### config.mk
export PLATFORM = sky130hd
export DESIGN_NAME = fhn_qmul
export DESIGN_NICKNAME = d
export VERILOG_FILES = /design/src/rtl/fhn_pkg.sv /design/src/rtl/fhn_qmul.sv
export SDC_FILE = /design/constraint.sdc
export NUM_CORES = 2
export LEC_CHECK = 0
export ABC_AREA = 1
export BUFFER_PORTS_ARGS = -buffer_cell sky130_fd_sc_hd__buf_2
export CORE_MARGIN = 4
export CORE_UTILIZATION = 25
export CTS_BUF_LIST = sky130_fd_sc_hd__clkbuf_16
export CTS_CLUSTER_DIAMETER = 60
export DETAILED_ROUTE_END_ITERATION = 8
export GPL_ROUTABILITY_DRIVEN = 0
export GPL_TIMING_DRIVEN = 1
export HOLD_SLACK_MARGIN = 0.03
export PLACE_DENSITY_LB_ADDON = 0.08
export SYNTH_ARGS = -nofsm -noshare
export SYNTH_HDL_FRONTEND = slang
export SYNTH_SLANG_ARGS = --single-unit
### constraint.sdc
create_clock -name clk -period 7.75 [get_ports clk]
set_input_delay 1.55 -clock clk [delete_from_list [all_inputs] [get_ports clk]]
set_output_delay 1.55 -clock clk [all_outputs]
set_load 0.01 [all_outputs]
### src/rtl/fhn_pkg.sv
`timescale 1ns / 1ps
// ---------------------------------------------------------------------------
// fhn_pkg
// Shared types, constants and saturation helpers for the FitzHugh-Nagumo
// reaction solver.
// ---------------------------------------------------------------------------
package fhn_pkg;

    localparam int NODE_COUNT_DEF = 4096;
    localparam int MAX_STEPS_DEF  = 100;
    localparam int BETA_Q_DEF     = 65536;
    localparam int DELTA_Q_DEF    = 6554;
    localparam int GAMMA_Q_DEF    = 6554;

    localparam int NODE_W   = 12;
    localparam int CFG_IDX_W = 4;

    // configuration register indexes
    localparam logic [CFG_IDX_W-1:0] CFG_INV_STEP  = 4'd0;
    localparam logic [CFG_IDX_W-1:0] CFG_SPLIT     = 4'd1;
    localparam logic [CFG_IDX_W-1:0] CFG_IMPLICIT  = 4'd2;
    localparam logic [CFG_IDX_W-1:0] CFG_GAIN      = 4'd3;
    localparam logic [CFG_IDX_W-1:0] CFG_REST      = 4'd4;
    localparam logic [CFG_IDX_W-1:0] CFG_THRESHOLD = 4'd5;
    localparam logic [CFG_IDX_W-1:0] CFG_DEPOLAR   = 4'd6;
    localparam logic [CFG_IDX_W-1:0] CFG_MODE      = 4'd7;

    // divider status seen by the sequencer
    typedef struct packed {
        logic busy;
        logic done;
    } div_stat_t;

    typedef enum logic [5:0] {
        ST_IDLE, ST_CLEAR, ST_MOD, ST_RD,
        ST_P0, ST_P1, ST_P2, ST_P3, ST_P4, ST_P5, ST_P6, ST_P7, ST_P8, ST_P9,
        ST_P10, ST_P11, ST_P12, ST_P13, ST_P14, ST_P15, ST_P16, ST_P17, ST_P18,
        ST_P19, ST_P20,
        ST_IT0, ST_IT1, ST_IT2, ST_IT3, ST_IT4, ST_IT5, ST_IT6, ST_IT7, ST_IT8,
        ST_IT9, ST_H1, ST_H2, ST_H3, ST_H4, ST_ITD, ST_FIN
    } state_t;

    function automatic logic signed [63:0] sx64(input logic signed [31:0] x);
        sx64 = {{32{x[31]}}, x};
    endfunction

    function automatic logic signed [31:0] sat32(input logic signed [63:0] x);
        if (x > 64'sh0000_0000_7FFF_FFFF)
            sat32 = 32'sh7FFF_FFFF;
        else if (x < -64'sh0000_0000_8000_0000)
            sat32 = 32'sh8000_0000;
        else
            sat32 = x[31:0];
    endfunction

endpackage

### src/rtl/fhn_qmul.sv
`timescale 1ns / 1ps
// ---------------------------------------------------------------------------
// fhn_qmul
// Shared Q16.16 multiplier: registered full product, floor shift and
// saturation on the way out.
// ---------------------------------------------------------------------------
module fhn_qmul
    import fhn_pkg::*;
(
    input  logic               clk,
    input  logic               go,
    input  logic signed [31:0] a,
    input  logic signed [31:0] b,
    output logic signed [31:0] res
);

    logic signed [63:0] prod_reg;

    // hold the product until the next issue
    always_ff @(posedge clk)
    begin
        if (go)
        begin
            prod_reg <= sx64(a) * sx64(b);
        end
    end

    // arithmetic shift rounds toward minus infinity
    assign res = sat32(prod_reg >>> 16);

endmodule

==> metrics.yaml <==
run_status:
  status: "complete, but fails checks"
  failed_checks: "setup timing"
synth:
  ys_ff_latch: 48
  avgSynthCellArea_um2: 7.89
  synthCells: 5085
  yosysWarningCount: 0
  synth.cell_area_mm2: 0.0401
  synth_top_area_share_pct: 54.0
  yosys.area.top_type: "fa_1"
  yosysSeqAreaShare_pct: 3.59
  synth_area_leaders: "fa_1 54%, inv_1 15%, nand2_1 14%"
  synth_fp_nets: 6412
  synth_cell_type_count: 33
setup_path:
  arrival_ps: 8060
  crit_fanout: 7
  required_ps: 7810
  path_class: "input pin to register"
  slowest_delay_ps: 600
  crit_path_start_kind: "input pin"
  crit_slowest_cell: "fa_2"
  endpoint_kind: "register"
timing:
  post-route-period-util_pct: 103
  min_period_ps: 8010
  fin_ws_ps: -256
  tightest_slew_ps: 1130
  finalHoldViolations: 0
  whs_ps: 1920
  rsz0062_at_grt: "yes"
  setup_viol: 27
  relSlewSlack_pct: 24.8
  timing.fmax_mhz: 125
  drv_slew: 0
  fin_setup_tns_ps: -3190
global_routing:
  grt_pass1_vias: 35100
  antenna_found_initial: 3
  grt_first_pass_wirelength_mm: 216
  grt_max_degree: 49
  grtUsageMet1_pct: 22.8
  gr-usage-met2_pct: 31.1
  grt-busiest-layer: "met2"
  grt_overflow: 0
  track_usage_pct: 16.9
  grtUsageMet3_pct: 0.354
cells_and_area:
  final_nets: 6966
  drive_above_1_share_pct: 25.0
  syn2layout_area_growth_pct: 30.7
  multiInputGateArea_mm2: 0.0347
  num_antenna_cells: 0
  final-seq-area_mm2: 0.00144
  largest_register_ffs: 48
  mostFrequentLayoutCell: "inv_1"
  fill_cells: 17000
  final_cell_mix: "1,561 x inv_1, 1,317 x nand2_1, 990 x fa_1, 488 x buf_4, 133 x ha_1"
  final_util_pct: 33.0
cts:
  cts-root-buf: "clkbuf_16"
  cts_max_path_buffers: 2
  tritoncts: "done"
  cts_sinks: 48
  cts_buffers: 5
  clk_pin_slew_ps: 70
  ctsHtreeMaxLevel: 2
  ctsHoldBuffers: 0
hold_path:
  min_delay_path_depth: 2
  worstHoldStart: "go"
  whs_endpoint: "prod_reg[25]$_DFFE_PP_"
  hold_path_class: "input pin to register"
die:
  dieArea_mm2: 0.167
  core_mm2: 0.159
  ios: 98
  start_util_pct: 25.2
  die_w_um: 409
  num_rows: 146
  die_h_um: 409
place:
  io_buffers: 97
  hpwl_mm: 123
detailed_routing:
  antenna_left: 0
  route.detailed.drc: 0
  first_pass_iters: 5
  drt-initial-drc-count: 1255
  wl_per_cell_um: 18.1
  wl_mm: 140
  via_per_inst: 4.09
  vias: 31500
flow_run:
  cap_violations: 0
[logic make-up after synthesis]
family          count (synthesis)  share of synthesized area (%)
fa+ha+maj                    1261                           59.6
buf+inv                      1866                           17.5
simple gates                 1758                           17.1
flops                          48                           3.59
compound gates                127                           1.69
xor+xnor                       25                          0.546
[cell usage after synthesis]
library cell	number
inv_1	1654
nor2_1	145
a21o_1	1
a21oi_1	74
nor2_2	7
inv_2	11
o21a_1	1
nor4_1	9
o21ai_1	4
xnor2_1	1
nor3_1	6
fa_1	1081
nand3b_1	3
nand2_2	6
xor2_1	24
and3_1	1
nor4_2	1
a21boi_1	1
nor4_4	1
or2_2	8
o41ai_2	1
nand2_1	1492
ha_1	180
nor3_2	4
nand4_1	13
o21bai_1	10
nor2_4	1
clkinv_1	2
clkbuf_1	193
o21ai_0	35
nand3_1	61
edfxtp_1	48
buf_2	6
[area by class of cell]
type                            count  area share, %
Multi-Input combinational cell   3171           66.2
Sequential cell                    48           2.75
Timing Repair Buffer              746           13.8
Inverter                         1667           12.0
Clock inverter                      3         0.0811
Clock buffer                        5          0.239
Tap cell                         2072           4.95
[routing by layer]
metal / wire, um / part of all wire (%)
met1: 63900 / 46
met5: 0 / 0
met3: 2220 / 1.6
met4: 1750 / 1.3
met2: 71800 / 51
[worst max path at each step]
stage	end	startpoint	cells after the start	slack, ps
floorplan	prod_reg[63]$_DFFE_PP_	a[31]	23	-290
global placement	prod_reg[62]$_DFFE_PP_	b[18]	27	-980
detailed placement	prod_reg[25]$_DFFE_PP_	b[6]	25	-940
CTS	prod_reg[62]$_DFFE_PP_	a[31]	29	-290
global route	prod_reg[62]$_DFFE_PP_	a[31]	31	-470
finish	prod_reg[57]$_DFFE_PP_	a[31]	31	-260
[through the flow]
| step | area, um2 | cells | worst slack [ps] |
|---|---|---|---|
| 3_5_place_dp | 47800 | 7608 | -935 |
| 2_1_floorplan | 40400 | 5085 | -288 |
| 6_report | 52400 | 7712 | -256 |
| 5_1_grt | 52400 | 7712 | -467 |
| 3_3_place_gp | 47800 | 7608 | -984 |
| 4_1_cts | 50400 | 7661 | -285 |
[worst max-delay path, delay by kind of cell]
family / cells / cell delay (ps)
AOI/OAI and AO/OA: 1 / 60
buffers and inverters: 14 / 1390
and+or+nand+nor: 7 / 570
adders and majority gates: 9 / 4440
[repair_timing]
item	4_1_cts	5_1_grt
setup buffers	42	58
pin swaps	210	305
gates cloned	7	7
resized for setup	506	442
setup endpoints to repair	47	48
Power is not shown: default switching activity piles up to over one toggle a cycle in this logic, so the estimate is an artifact.
