**config.mk**
```make
export PLATFORM = sky130hd
export DESIGN_NAME = fhn_div
export DESIGN_NICKNAME = d
export VERILOG_FILES = /design/src/rtl/fhn_pkg.sv /design/src/rtl/fhn_div.sv
export SDC_FILE = /design/constraint.sdc
export NUM_CORES = 1
export LEC_CHECK = 0
export BUFFER_PORTS_ARGS = -buffer_cell sky130_fd_sc_hd__buf_2
export CORE_MARGIN = 2
export CORE_UTILIZATION = 45
export DETAILED_ROUTE_END_ITERATION = 8
export GPL_ROUTABILITY_DRIVEN = 0
export GPL_TIMING_DRIVEN = 0
export PLACE_DENSITY = 0.7
export SETUP_SLACK_MARGIN = 0.15
export SLEW_MARGIN = 20
export SYNTH_ARGS = -nofsm -noshare
export SYNTH_HDL_FRONTEND = slang
export SYNTH_SLANG_ARGS = --single-unit
export TNS_END_PERCENT = 100
```
**constraint.sdc**
```tcl
create_clock -name clk -period 4.1 [get_ports clk]
set_input_delay 0.82 -clock clk [delete_from_list [all_inputs] [get_ports clk]]
set_output_delay 0.82 -clock clk [all_outputs]
set_load 0.05 [all_outputs]
```
**src/rtl/fhn_pkg.sv**
```systemverilog
`timescale 1ns / 1ps
// ---------------------------------------------------------------------------
// fhn_pkg
// Shared types, constants and saturation helpers for the FitzHugh-Nagumo
// reaction solver.
// ---------------------------------------------------------------------------
package fhn_pkg;

    localparam int NODE_COUNT_DEF = 4096;
    localparam int MAX_STEPS_DEF  = 100;
    localparam int BETA_Q_DEF     = 65536;
    localparam int DELTA_Q_DEF    = 6554;
    localparam int GAMMA_Q_DEF    = 6554;

    localparam int NODE_W   = 12;
    localparam int CFG_IDX_W = 4;

    // configuration register indexes
    localparam logic [CFG_IDX_W-1:0] CFG_INV_STEP  = 4'd0;
    localparam logic [CFG_IDX_W-1:0] CFG_SPLIT     = 4'd1;
    localparam logic [CFG_IDX_W-1:0] CFG_IMPLICIT  = 4'd2;
    localparam logic [CFG_IDX_W-1:0] CFG_GAIN      = 4'd3;
    localparam logic [CFG_IDX_W-1:0] CFG_REST      = 4'd4;
    localparam logic [CFG_IDX_W-1:0] CFG_THRESHOLD = 4'd5;
    localparam logic [CFG_IDX_W-1:0] CFG_DEPOLAR   = 4'd6;
    localparam logic [CFG_IDX_W-1:0] CFG_MODE      = 4'd7;

    // divider status seen by the sequencer
    typedef struct packed {
        logic busy;
        logic done;
    } div_stat_t;

    typedef enum logic [5:0] {
        ST_IDLE, ST_CLEAR, ST_MOD, ST_RD,
        ST_P0, ST_P1, ST_P2, ST_P3, ST_P4, ST_P5, ST_P6, ST_P7, ST_P8, ST_P9,
        ST_P10, ST_P11, ST_P12, ST_P13, ST_P14, ST_P15, ST_P16, ST_P17, ST_P18,
        ST_P19, ST_P20,
        ST_IT0, ST_IT1, ST_IT2, ST_IT3, ST_IT4, ST_IT5, ST_IT6, ST_IT7, ST_IT8,
        ST_IT9, ST_H1, ST_H2, ST_H3, ST_H4, ST_ITD, ST_FIN
    } state_t;

    function automatic logic signed [63:0] sx64(input logic signed [31:0] x);
        sx64 = {{32{x[31]}}, x};
    endfunction

    function automatic logic signed [31:0] sat32(input logic signed [63:0] x);
        if (x > 64'sh0000_0000_7FFF_FFFF)
            sat32 = 32'sh7FFF_FFFF;
        else if (x < -64'sh0000_0000_8000_0000)
            sat32 = 32'sh8000_0000;
        else
            sat32 = x[31:0];
    endfunction

endpackage

```
**src/rtl/fhn_div.sv**
```systemverilog
`timescale 1ns / 1ps
// ---------------------------------------------------------------------------
// fhn_div
// Bit-serial Q16.16 divider: (num * 65536) / den, truncated toward zero and
// saturated, one quotient bit per cycle.
// ---------------------------------------------------------------------------
module fhn_div
    import fhn_pkg::*;
(
    input  logic               clk,
    input  logic               rst_n,
    input  logic               start,
    input  logic signed [31:0] num,
    input  logic signed [31:0] den,
    output logic signed [31:0] quo,
    output div_stat_t          stat
);

    logic        busy_reg, busy_next;
    logic        done_reg, done_next;
    logic [5:0]  cnt_reg, cnt_next;
    logic        neg_reg;
    logic [32:0] rem_reg, rem_next;
    logic [47:0] dq_reg, dq_next;
    logic [31:0] b_reg;
    logic signed [31:0] quo_reg;

    logic [32:0] na_abs, db_abs, rem_sh;
    logic        ge;

    assign na_abs = num[31] ? (33'd0 - {1'b1, num}) : {1'b0, num};
    assign db_abs = den[31] ? (33'd0 - {1'b1, den}) : {1'b0, den};

    // one restoring step
    always_comb
    begin
        rem_sh  = {rem_reg[31:0], dq_reg[47]};
        ge      = (rem_sh >= {1'b0, b_reg});
        rem_next = ge ? (rem_sh - {1'b0, b_reg}) : rem_sh;
        dq_next  = {dq_reg[46:0], ge};
    end

    // control: done holds until the next start
    always_comb
    begin
        busy_next = busy_reg;
        done_next = done_reg;
        cnt_next  = cnt_reg;
        if (start)
        begin
            busy_next = (den != 32'sd0);
            done_next = (den == 32'sd0);
            cnt_next  = 6'd0;
        end
        else if (busy_reg)
        begin
            cnt_next = cnt_reg + 6'd1;
            if (cnt_reg == 6'd47)
            begin
                busy_next = 1'b0;
                done_next = 1'b1;
            end
        end
    end

    always_ff @(posedge clk or negedge rst_n)
    begin
        if (!rst_n)
        begin
            busy_reg <= 1'b0;
            done_reg <= 1'b0;
            cnt_reg  <= 6'd0;
        end
        else
        begin
            busy_reg <= busy_next;
            done_reg <= done_next;
            cnt_reg  <= cnt_next;
        end
    end

    // datapath
    always_ff @(posedge clk)
    begin
        if (start)
        begin
            neg_reg <= num[31] ^ den[31];
            rem_reg <= 33'd0;
            dq_reg  <= {na_abs[31:0], 16'd0};
            b_reg   <= db_abs[31:0];
            if (den == 32'sd0)
            begin
                if (num == 32'sd0)
                    quo_reg <= 32'sd0;
                else if (num[31])
                    quo_reg <= 32'sh8000_0000;
                else
                    quo_reg <= 32'sh7FFF_FFFF;
            end
        end
        else if (busy_reg)
        begin
            rem_reg <= rem_next;
            dq_reg  <= dq_next;
            if (cnt_reg == 6'd47)
            begin
                if (neg_reg)
                    quo_reg <= (dq_next > 48'h0000_8000_0000) ? 32'sh8000_0000
                                                              : (32'sd0 - dq_next[31:0]);
                else
                    quo_reg <= (dq_next > 48'h0000_7FFF_FFFF) ? 32'sh7FFF_FFFF
                                                              : dq_next[31:0];
            end
        end
    end

    assign quo       = quo_reg;
    assign stat.busy = busy_reg;
    assign stat.done = done_reg;

endmodule

```
==> results by group, run 1 <==
Setup path
  – Top Family by Delay on Critical Path: compound AO/OA/AOI/OAI gates
  – Critical Path AT: 4.53 ns
  – Startpoint Class: flip-flop
  – WP buf/inv: 5
  – Critical Path RT: 4.37 ns
  – CP max-delay cell: or3b_4
  – Worst-path fanout max: 8
  – Crit end category: flip-flop
  – Worst path cell trace: ha_1, clkbuf_2, nand4_1, o22ai_2, o32a_1, buf_4, a31oi_4, o31a_1, buf_6, buf_8, ha_4, or3b_4, nor3_4, nand4_1, buf_4, a21oi_4, nand2_4, o31ai_4, a21oi_2, o21ai_1
  – Critical path class: reg -> reg
  – Crit-path max cell delay: 0.41 ns

Synth
  – Post-Syn Area: 0.0102 mm^2
  – Top-area cell type share of the netlist area: 28.6%
  – Top post-synthesis cells by area: edfxtp_1 (29%), dfxtp_1 (9.4%), xnor2_1 (6.5%)
  – Mapped Cells: 1112
  – Seq/Total Area, Yosys: 40.0%
  – Number of synthesis warnings: 0
  – Top cells by count, synth: nor2_1 (106), edfxtp_1 (97), nand2_1 (82)
  – Number of synthesized flops with an enable pin: 97
  – Cell taking the most area after synthesis: edfxtp_1
  – Syn_nets: 1216
  – Synth unique cells: 83
  – Async S/R FF share, synth: 5.23%
  – Count leader, synth: nor2_1
  – FF+latch count, synth: 153
  – Avg Inst Size Synth: 9.15 um^2
  – Post-synth top flop: edfxtp_1

Route
  – DRT iter0 DRCs: 854
  – Vias: 9300
  – Remaining antenna violation count: 0
  – # DRC: 0
  – Vias per cell: 5.92
  – DR pass1 iterations: 5
  – Final WL: 27700 um
  – Wire length per cell: 17.7 um

STA
  – Highest achievable clock rate: 235 MHz
  – RSZ-0062 raised after global routing: true
  – Slew of the pin with the lowest slew margin: 0.911 ns
  – Skew final: 0.0157 ns
  – Period minus WS final: 4.26 ns
  – Setup TNS after final layout: -2.21 ns
  – Final worst-path cycle share: 104%
  – Slew headroom: 39.3%
  – Final Hold Fails: 0
  – Final setup margin: -0.157 ns
  – Final Max Slew Viols: 0
  – Final Setup Violations: 29

Placed design
  – Placement Setup Slack: -0.619 ns
  – Port bufs: 99
  – Placed Area: 0.0111 mm^2
  – Final HPWL DP: 19500 um

Global routing
  – Top Usage Layer GRT: met2
  – Grt total ovfl: 0
  – Global-route wire length before repair: 44300 um
  – Met1 usage: 31.3%
  – Met2 Use GR: 36.9%
  – Total GRT Usage: 22.9%
  – Largest net degree at the start of global routing: 38
  – GR Util met3: 3.50%
  – Vias in the first global route: 8694
  – Initial antenna violation count: 0

CTS
  – H-tree Lvls: 4
  – Clk pin slew, worst setup/hold paths: 0.07 ns
  – Clock insertion delay at the later pin of the skew report: 0.43 ns
  – CTS tree: yes
  – Max clock buf depth: 2
  – Hold buffer count at cts: 0
  – CTS buffer count: 17
  – CTS root buf: clkbuf_16
  – TritonCTS sink count: 153

Finish
  – Fin nets: 1376
  – Layout cells sized above 1: 22.1%
  – Area grow syn2layout: 22.4%
  – Number of flip-flops in the largest register: 48
  – Design Area, Final: 0.0125 mm^2
  – N_diodes: 0
  – Final core utilization: 55.5%

Power
  – Pleak: 4.99 nW
  – Sw frac: 36.9%
  – Seq pwr share: 35.9%
  – Final Power: 5.55 mW
  – Combinational fraction of design power: 37.7%
  – Internal: 3.50 mW
  – Sw power: 2.05 mW
  – Power Dens Cells: 445 mW/mm^2
  – Clock power frac: 26.4%
  – VDD IR max: 0.288 mV

Floorplan
  – I/O Pins: 101
  – Starting density of the core: 45.3%
  – Die area: 0.0238 mm^2
  – Area of the core: 0.0224 mm^2
  – Row count: 55
  – Die H: 154 um
  – Die Wd: 154 um

Run status
  – Status: complete, but fails checks
  – Failing checks: negative setup slack

Min path
  – Min-Delay Path Class: in -> async

Flow run
  – Total of max-cap violations: 0
worst paths after layout:
path                             startpoint         end  slack [ns]  cells after the start
worst max-delay path            rem_reg[18]     quo[22]       -0.16                     20
worst min-delay path                  rst_n  cnt_reg[1]        0.22                      1
worst max register to register  rem_reg[18]     quo[22]       -0.16                     20
worst min register to register   rem_reg[8]  rem_reg[8]        0.51                      2
max in group asynchronous             rst_n  cnt_reg[3]        3.71                      1
min in group clk                 rem_reg[8]  rem_reg[8]        0.51                      2
through the flow:
step | cells | hold slack [ns]
after global placement | 1496 | 0.497
after global routing | 1570 | 0.226
final | 1570 | 0.223
after detailed placement | 1497 | 0.503
after floorplan | 1112 | 0.467
after CTS | 1553 | 0.217
power groups by stage:
stage          Clock (mW)  Sequential (mW)  Combinational, mW
2_1_floorplan           0             2.01               1.30
3_3_place_gp            0             2.00               1.74
3_5_place_dp            0             2.00               1.76
4_1_cts              1.49             1.98               1.94
5_1_grt              1.54             2.00               2.28
6_report             1.47             1.99               2.09
worst reg2reg max path, delay by kind of cell, from the launching register on:
kind | cells | cell delay (ns)
fa+ha+maj | 2 | 0.42
simple gates | 5 | 1.06
buf+inv | 5 | 0.72
compound gates | 8 | 1.57
flops | 1 | 0.34
cells by family (layout without fill, tap and decap cells):
kind of cell / after synthesis / in the layout / share of synthesized area, %
fa+ha+maj: 37 / 37 / 4.62
compound gates: 325 / 325 / 21.9
simple gates: 343 / 343 / 16.8
mux: 38 / 38 / 3.76
xor+xnor: 91 / 91 / 7.83
flops: 153 / 153 / 40.0
buf+inv: 125 / 298 / 5.03
area by class of cell:
type                       count  area [um^2]
fill                        1969         9980
multi-input combinational    834         6040
sequential                   153         4080
timing repair buffer         141          858
clock buffer                  17          425
buffer                        72          377
tap                          285          357
inverter                      53          201
clock inverter                15          116
timing repair:
item | 4_1_cts | 5_1_grt
setup buffers | 23 | 17
endpoints found under the setup margin | 32 | 32
gates resized for setup | 109 | 35
pin swaps | 43 | 34
gates cloned | 1 | 0
layout by cell type (no fill, tap or decap), drive strengths merged, types with 4 or more instances in the layout:
cell type	count
o22ai	4
mux2i	36
a21o	13
nand4	13
xnor2	75
dfrtp	8
o21bai	5
xor2	16
o21a	4
o21ai	79
or3	16
a22o	30
a211o	8
clkinv	7
or2	5
inv	60
a311oi	4
nand2	83
buf	166
o41ai	7
a211oi	32
o31ai	33
nor3	18
or4	12
nor2	107
a21oi	59
nor2b	10
ha	36
nor3b	7
nor4	18
clkbuf	64
dfxtp	48
and2	5
edfxtp	97
nand2b	16
a31oi	11
nand3	20
metal layers:
layer  vias to the layer above  part of all wire [%]
met4                         0                   2.8
met5                         -                     0
li1                       4451                     -
met1                      4348                    44
met3                        72                   7.4
met2                       429                    46
Note: power is estimated with default switching activity, not from simulation.
==> inputs of run 2 (changes only) <==
Settings changed: CORE_ASPECT_RATIO set to 1.4.
==> run 2 against run 1 <==
  * Via count decreased by 0.58%
  * Clock skew decreased by 0.0049 ns
  * Global-route usage increased by 0.72 points
  * Cell count increased by 0.64%
  * Clock power increased by 21%
  * Fmax increased by 1.7%
  * Critical path depth decreased by 2
  * Critical path type unchanged
  * Wire length increased by 1.9%
  * Final area increased by 0.49%
  * Sequential cell count unchanged
  * Utilization increased by 0.44 points
  * Total power increased by 6.2%
  * The flow still finishes with violations (negative setup slack)
==> results by group, run 2 (synthesized netlist as in run 1, its figures left out) <==
Floorplan
  – I/O Pins: 101 (unchanged)
  – Die H: 182 um (+18%)
  – Die area: 0.0238 mm^2 (about the same)
  – Starting density of the core: 45.5% (+0.14 points)
  – Die Wd: 131 um (-15%)
  – Area of the core: 0.0224 mm^2 (-0.31%)
  – Row count: 65 (+18%)

STA
  – Final Hold Fails: 0 (unchanged)
  – Final setup margin: -0.0852 ns (+0.0714 ns)
  – Highest achievable clock rate: 239 MHz (+1.7%)
  – Final worst-path cycle share: 102% (-1.7 points)
  – Slew headroom: 40.1% (+0.79 points)
  – RSZ-0062 raised after global routing: true
  – Final Max Slew Viols: 0 (unchanged)
  – Final Setup Violations: 12 (-59%)
  – Fin Hold WS: 0.211 ns (-0.0119 ns)
  – Period minus WS final: 4.19 ns (-0.0714 ns)
  – Slew of the pin with the lowest slew margin: 0.899 ns (-0.0119 ns)
  – Setup TNS after final layout: -0.521 ns (+1.69 ns)
  – Skew final: 0.0108 ns (-0.00489 ns)

Finish
  – Number of flip-flops in the largest register: 48 (unchanged)
  – Layout cells sized above 1: 21.8% (-0.29 points)
  – N_diodes: 0 (unchanged)
  – Non-filler cells, final: 1580 (+0.64%)
  – Area grow syn2layout: 23.0%
  – Design Area, Final: 0.0125 mm^2 (+0.49%)
  – Fillers: 1961 (-0.41%)
  – Leading cell type in the layout, fill and taps excluded: nor2_1
  – Most frequent cells in the layout: nor2_1 (105), buf_2 (104), edfxtp_1 (97), nand2_1 (78), xnor2_1 (75)
  – Fin nets: 1370 (-0.44%)
  – Final core utilization: 56.0% (+0.44 points)

Run status
  – Status: complete, but fails checks
  – Failing checks: negative setup slack

Setup path
  – Worst setup path start: b_reg[22]
  – Critical Path AT: 4.43 ns (-0.10 ns)
  – Critical Path RT: 4.34 ns (-0.03 ns)
  – Startpoint Class: flip-flop
  – RR Startpoint: b_reg[22]
  – Worst-path fanout max: 9 (+1)
  – Critical path class: reg -> reg
  – Crit end category: flip-flop

Route
  – Met3 wire length: 1480 um (-28%)
  – Remaining antenna violation count: 0 (unchanged)
  – Max Used Layer: met4
  – Vias: 9246 (-0.58%)
  – DR pass1 iterations: 5 (unchanged)
  – DRT iter0 DRCs: 893 (+4.6%)
  – Final WL: 28200 um (+1.9%)
  – Met2 routed wirelength: 14700 um (+15%)
  – M1 WL: 10800 um (-11%)
  – # DRC: 0 (unchanged)
  – Wire length per cell: 17.9 um (+1.2%)
  – Vias per cell: 5.85 (-1.2%)

CTS
  – Clock insertion delay at the later pin of the skew report: 0.45 ns (+0.02 ns)
  – Clk pin slew, worst setup/hold paths: 0.06 ns (about the same)
  – TritonCTS sink count: 153 (unchanged)
  – Hold buffer count at cts: 0 (unchanged)
  – H-tree Lvls: 4 (unchanged)
  – Max clock buf depth: 2 (unchanged)
  – CTS tree: yes
  – CTS buffer count: 17 (unchanged)
  – CTS root buf: clkbuf_16

Power
  – Sw frac: 34.7% (-2.2 points)
  – Pleak: 4.99 nW (about the same)
  – Sw power: 2.05 mW (about the same)
  – Clock power frac: 30.2% (+3.8 points)
  – Combinational fraction of design power: 36.1% (-1.6 points)
  – VDD IR max: 0.321 mV (+11%)
  – Seq pwr share: 33.7% (-2.2 points)
  – Power Dens Cells: 471 mW/mm^2 (+5.7%)
  – Final Power: 5.89 mW (+6.2%)
  – Internal: 3.85 mW (+9.9%)

Global routing
  – Vias in the first global route: 8903 (+2.4%)
  – Largest net degree at the start of global routing: 38 (unchanged)
  – Initial antenna violation count: 0 (unchanged)
  – Total GRT Usage: 23.6% (+0.72 points)
  – Grt total ovfl: 0 (unchanged)
  – Global-route wire length before repair: 44500 um (+0.45%)

Placed design
  – Port bufs: 99 (unchanged)
  – Placed Area: 0.0111 mm^2 (+0.18%)
  – Placed insts: 1513 (+1.1%)
  – Final HPWL DP: 20300 um (+4.3%)
  – Placement Setup Slack: -0.642 ns (-0.0236 ns)

Min path
  – Min-Delay Path Class: in -> async

Flow run
  – Total of max-cap violations: 0 (unchanged)
-- run 2: changes by cell type in the layout (fill, tap and decap cells not counted), moves of 3 or more --
| cell | before | now |
|---|---|---|
| bufinv_16 | 0 | 5 |
| clkbuf_1 | 42 | 38 |
| o21ai_1 | 20 | 17 |
| ha_4 | 3 | 10 |
| clkbuf_2 | 3 | 6 |
| ha_1 | 32 | 23 |
| o21ai_0 | 45 | 59 |
| o21ai_2 | 14 | 3 |
| inv_6 | 7 | 4 |
| buf_6 | 15 | 9 |
-- run 2: power by group through the flow --
stage                     Clock, mW  Combinational [mW]  Sequential (mW)
after CTS                      1.79                1.98             1.97
after global routing           1.84                2.31             2.00
final                          1.78                2.13             1.98
after detailed placement          0                1.78             2.00
after floorplan                   0                1.30             2.01
after global placement            0                1.75             2.00
-- run 2: worst paths after layout --
check	endpoint	slack [ns]	cells after the start
setup / recovery	quo[5]	-0.09	18
hold / removal	cnt_reg[1]	0.21	1
setup reg to reg	quo[5]	-0.09	18
hold reg to reg	rem_reg[0]	0.51	2
max in group asynchronous	busy_reg	3.72	1
min in group clk	rem_reg[0]	0.51	2
-- run 2: final cells by class --
cell class                 count  area [um^2]  share of cell area [%]
clock buffer                  17          425                    3.40
tap                          301          377                    3.01
clock inverter                15          238                    1.90
inverter                      53          201                    1.61
sequential                   153         4080                    32.6
multi-input combinational    834         6030                    48.2
timing repair buffer         135          781                    6.24
buffer                        72          389                    3.11
-- run 2: critical path, cell delays in order (launching register included) --
cell and delay [ns]:
edfxtp_1 0.38, inv_2 0.08, ha_4 0.19, buf_6 0.13, a211o_1 0.27, o32a_4 0.40
nor4_4 0.30, o31a_1 0.18, buf_6 0.11, buf_8 0.09, ha_4 0.12, or3b_4 0.41
nor3_4 0.16, nand4_1 0.17, buf_4 0.20, a21oi_4 0.20, buf_6 0.18, a31oi_1 0.12
o31ai_2 0.30
-- run 2: what timing repair did --
action	CTS	global route
hold endpoints to repair	0	0
cloned	1	0
pin swaps	22	27
setup buffers	22	12
resized for setup	75	51
setup endpoints to repair	32	32
-- run 2: per-layer routing --
| layer | vias to the layer above | global-route usage (%) |
|---|---|---|
| met1 | 4345 | 27.2 |
| met4 | 0 | 11.9 |
| met2 | 361 | 42.3 |
| met3 | 100 | 2.92 |
| met5 | - | 0 |
| li1 | 4440 | - |
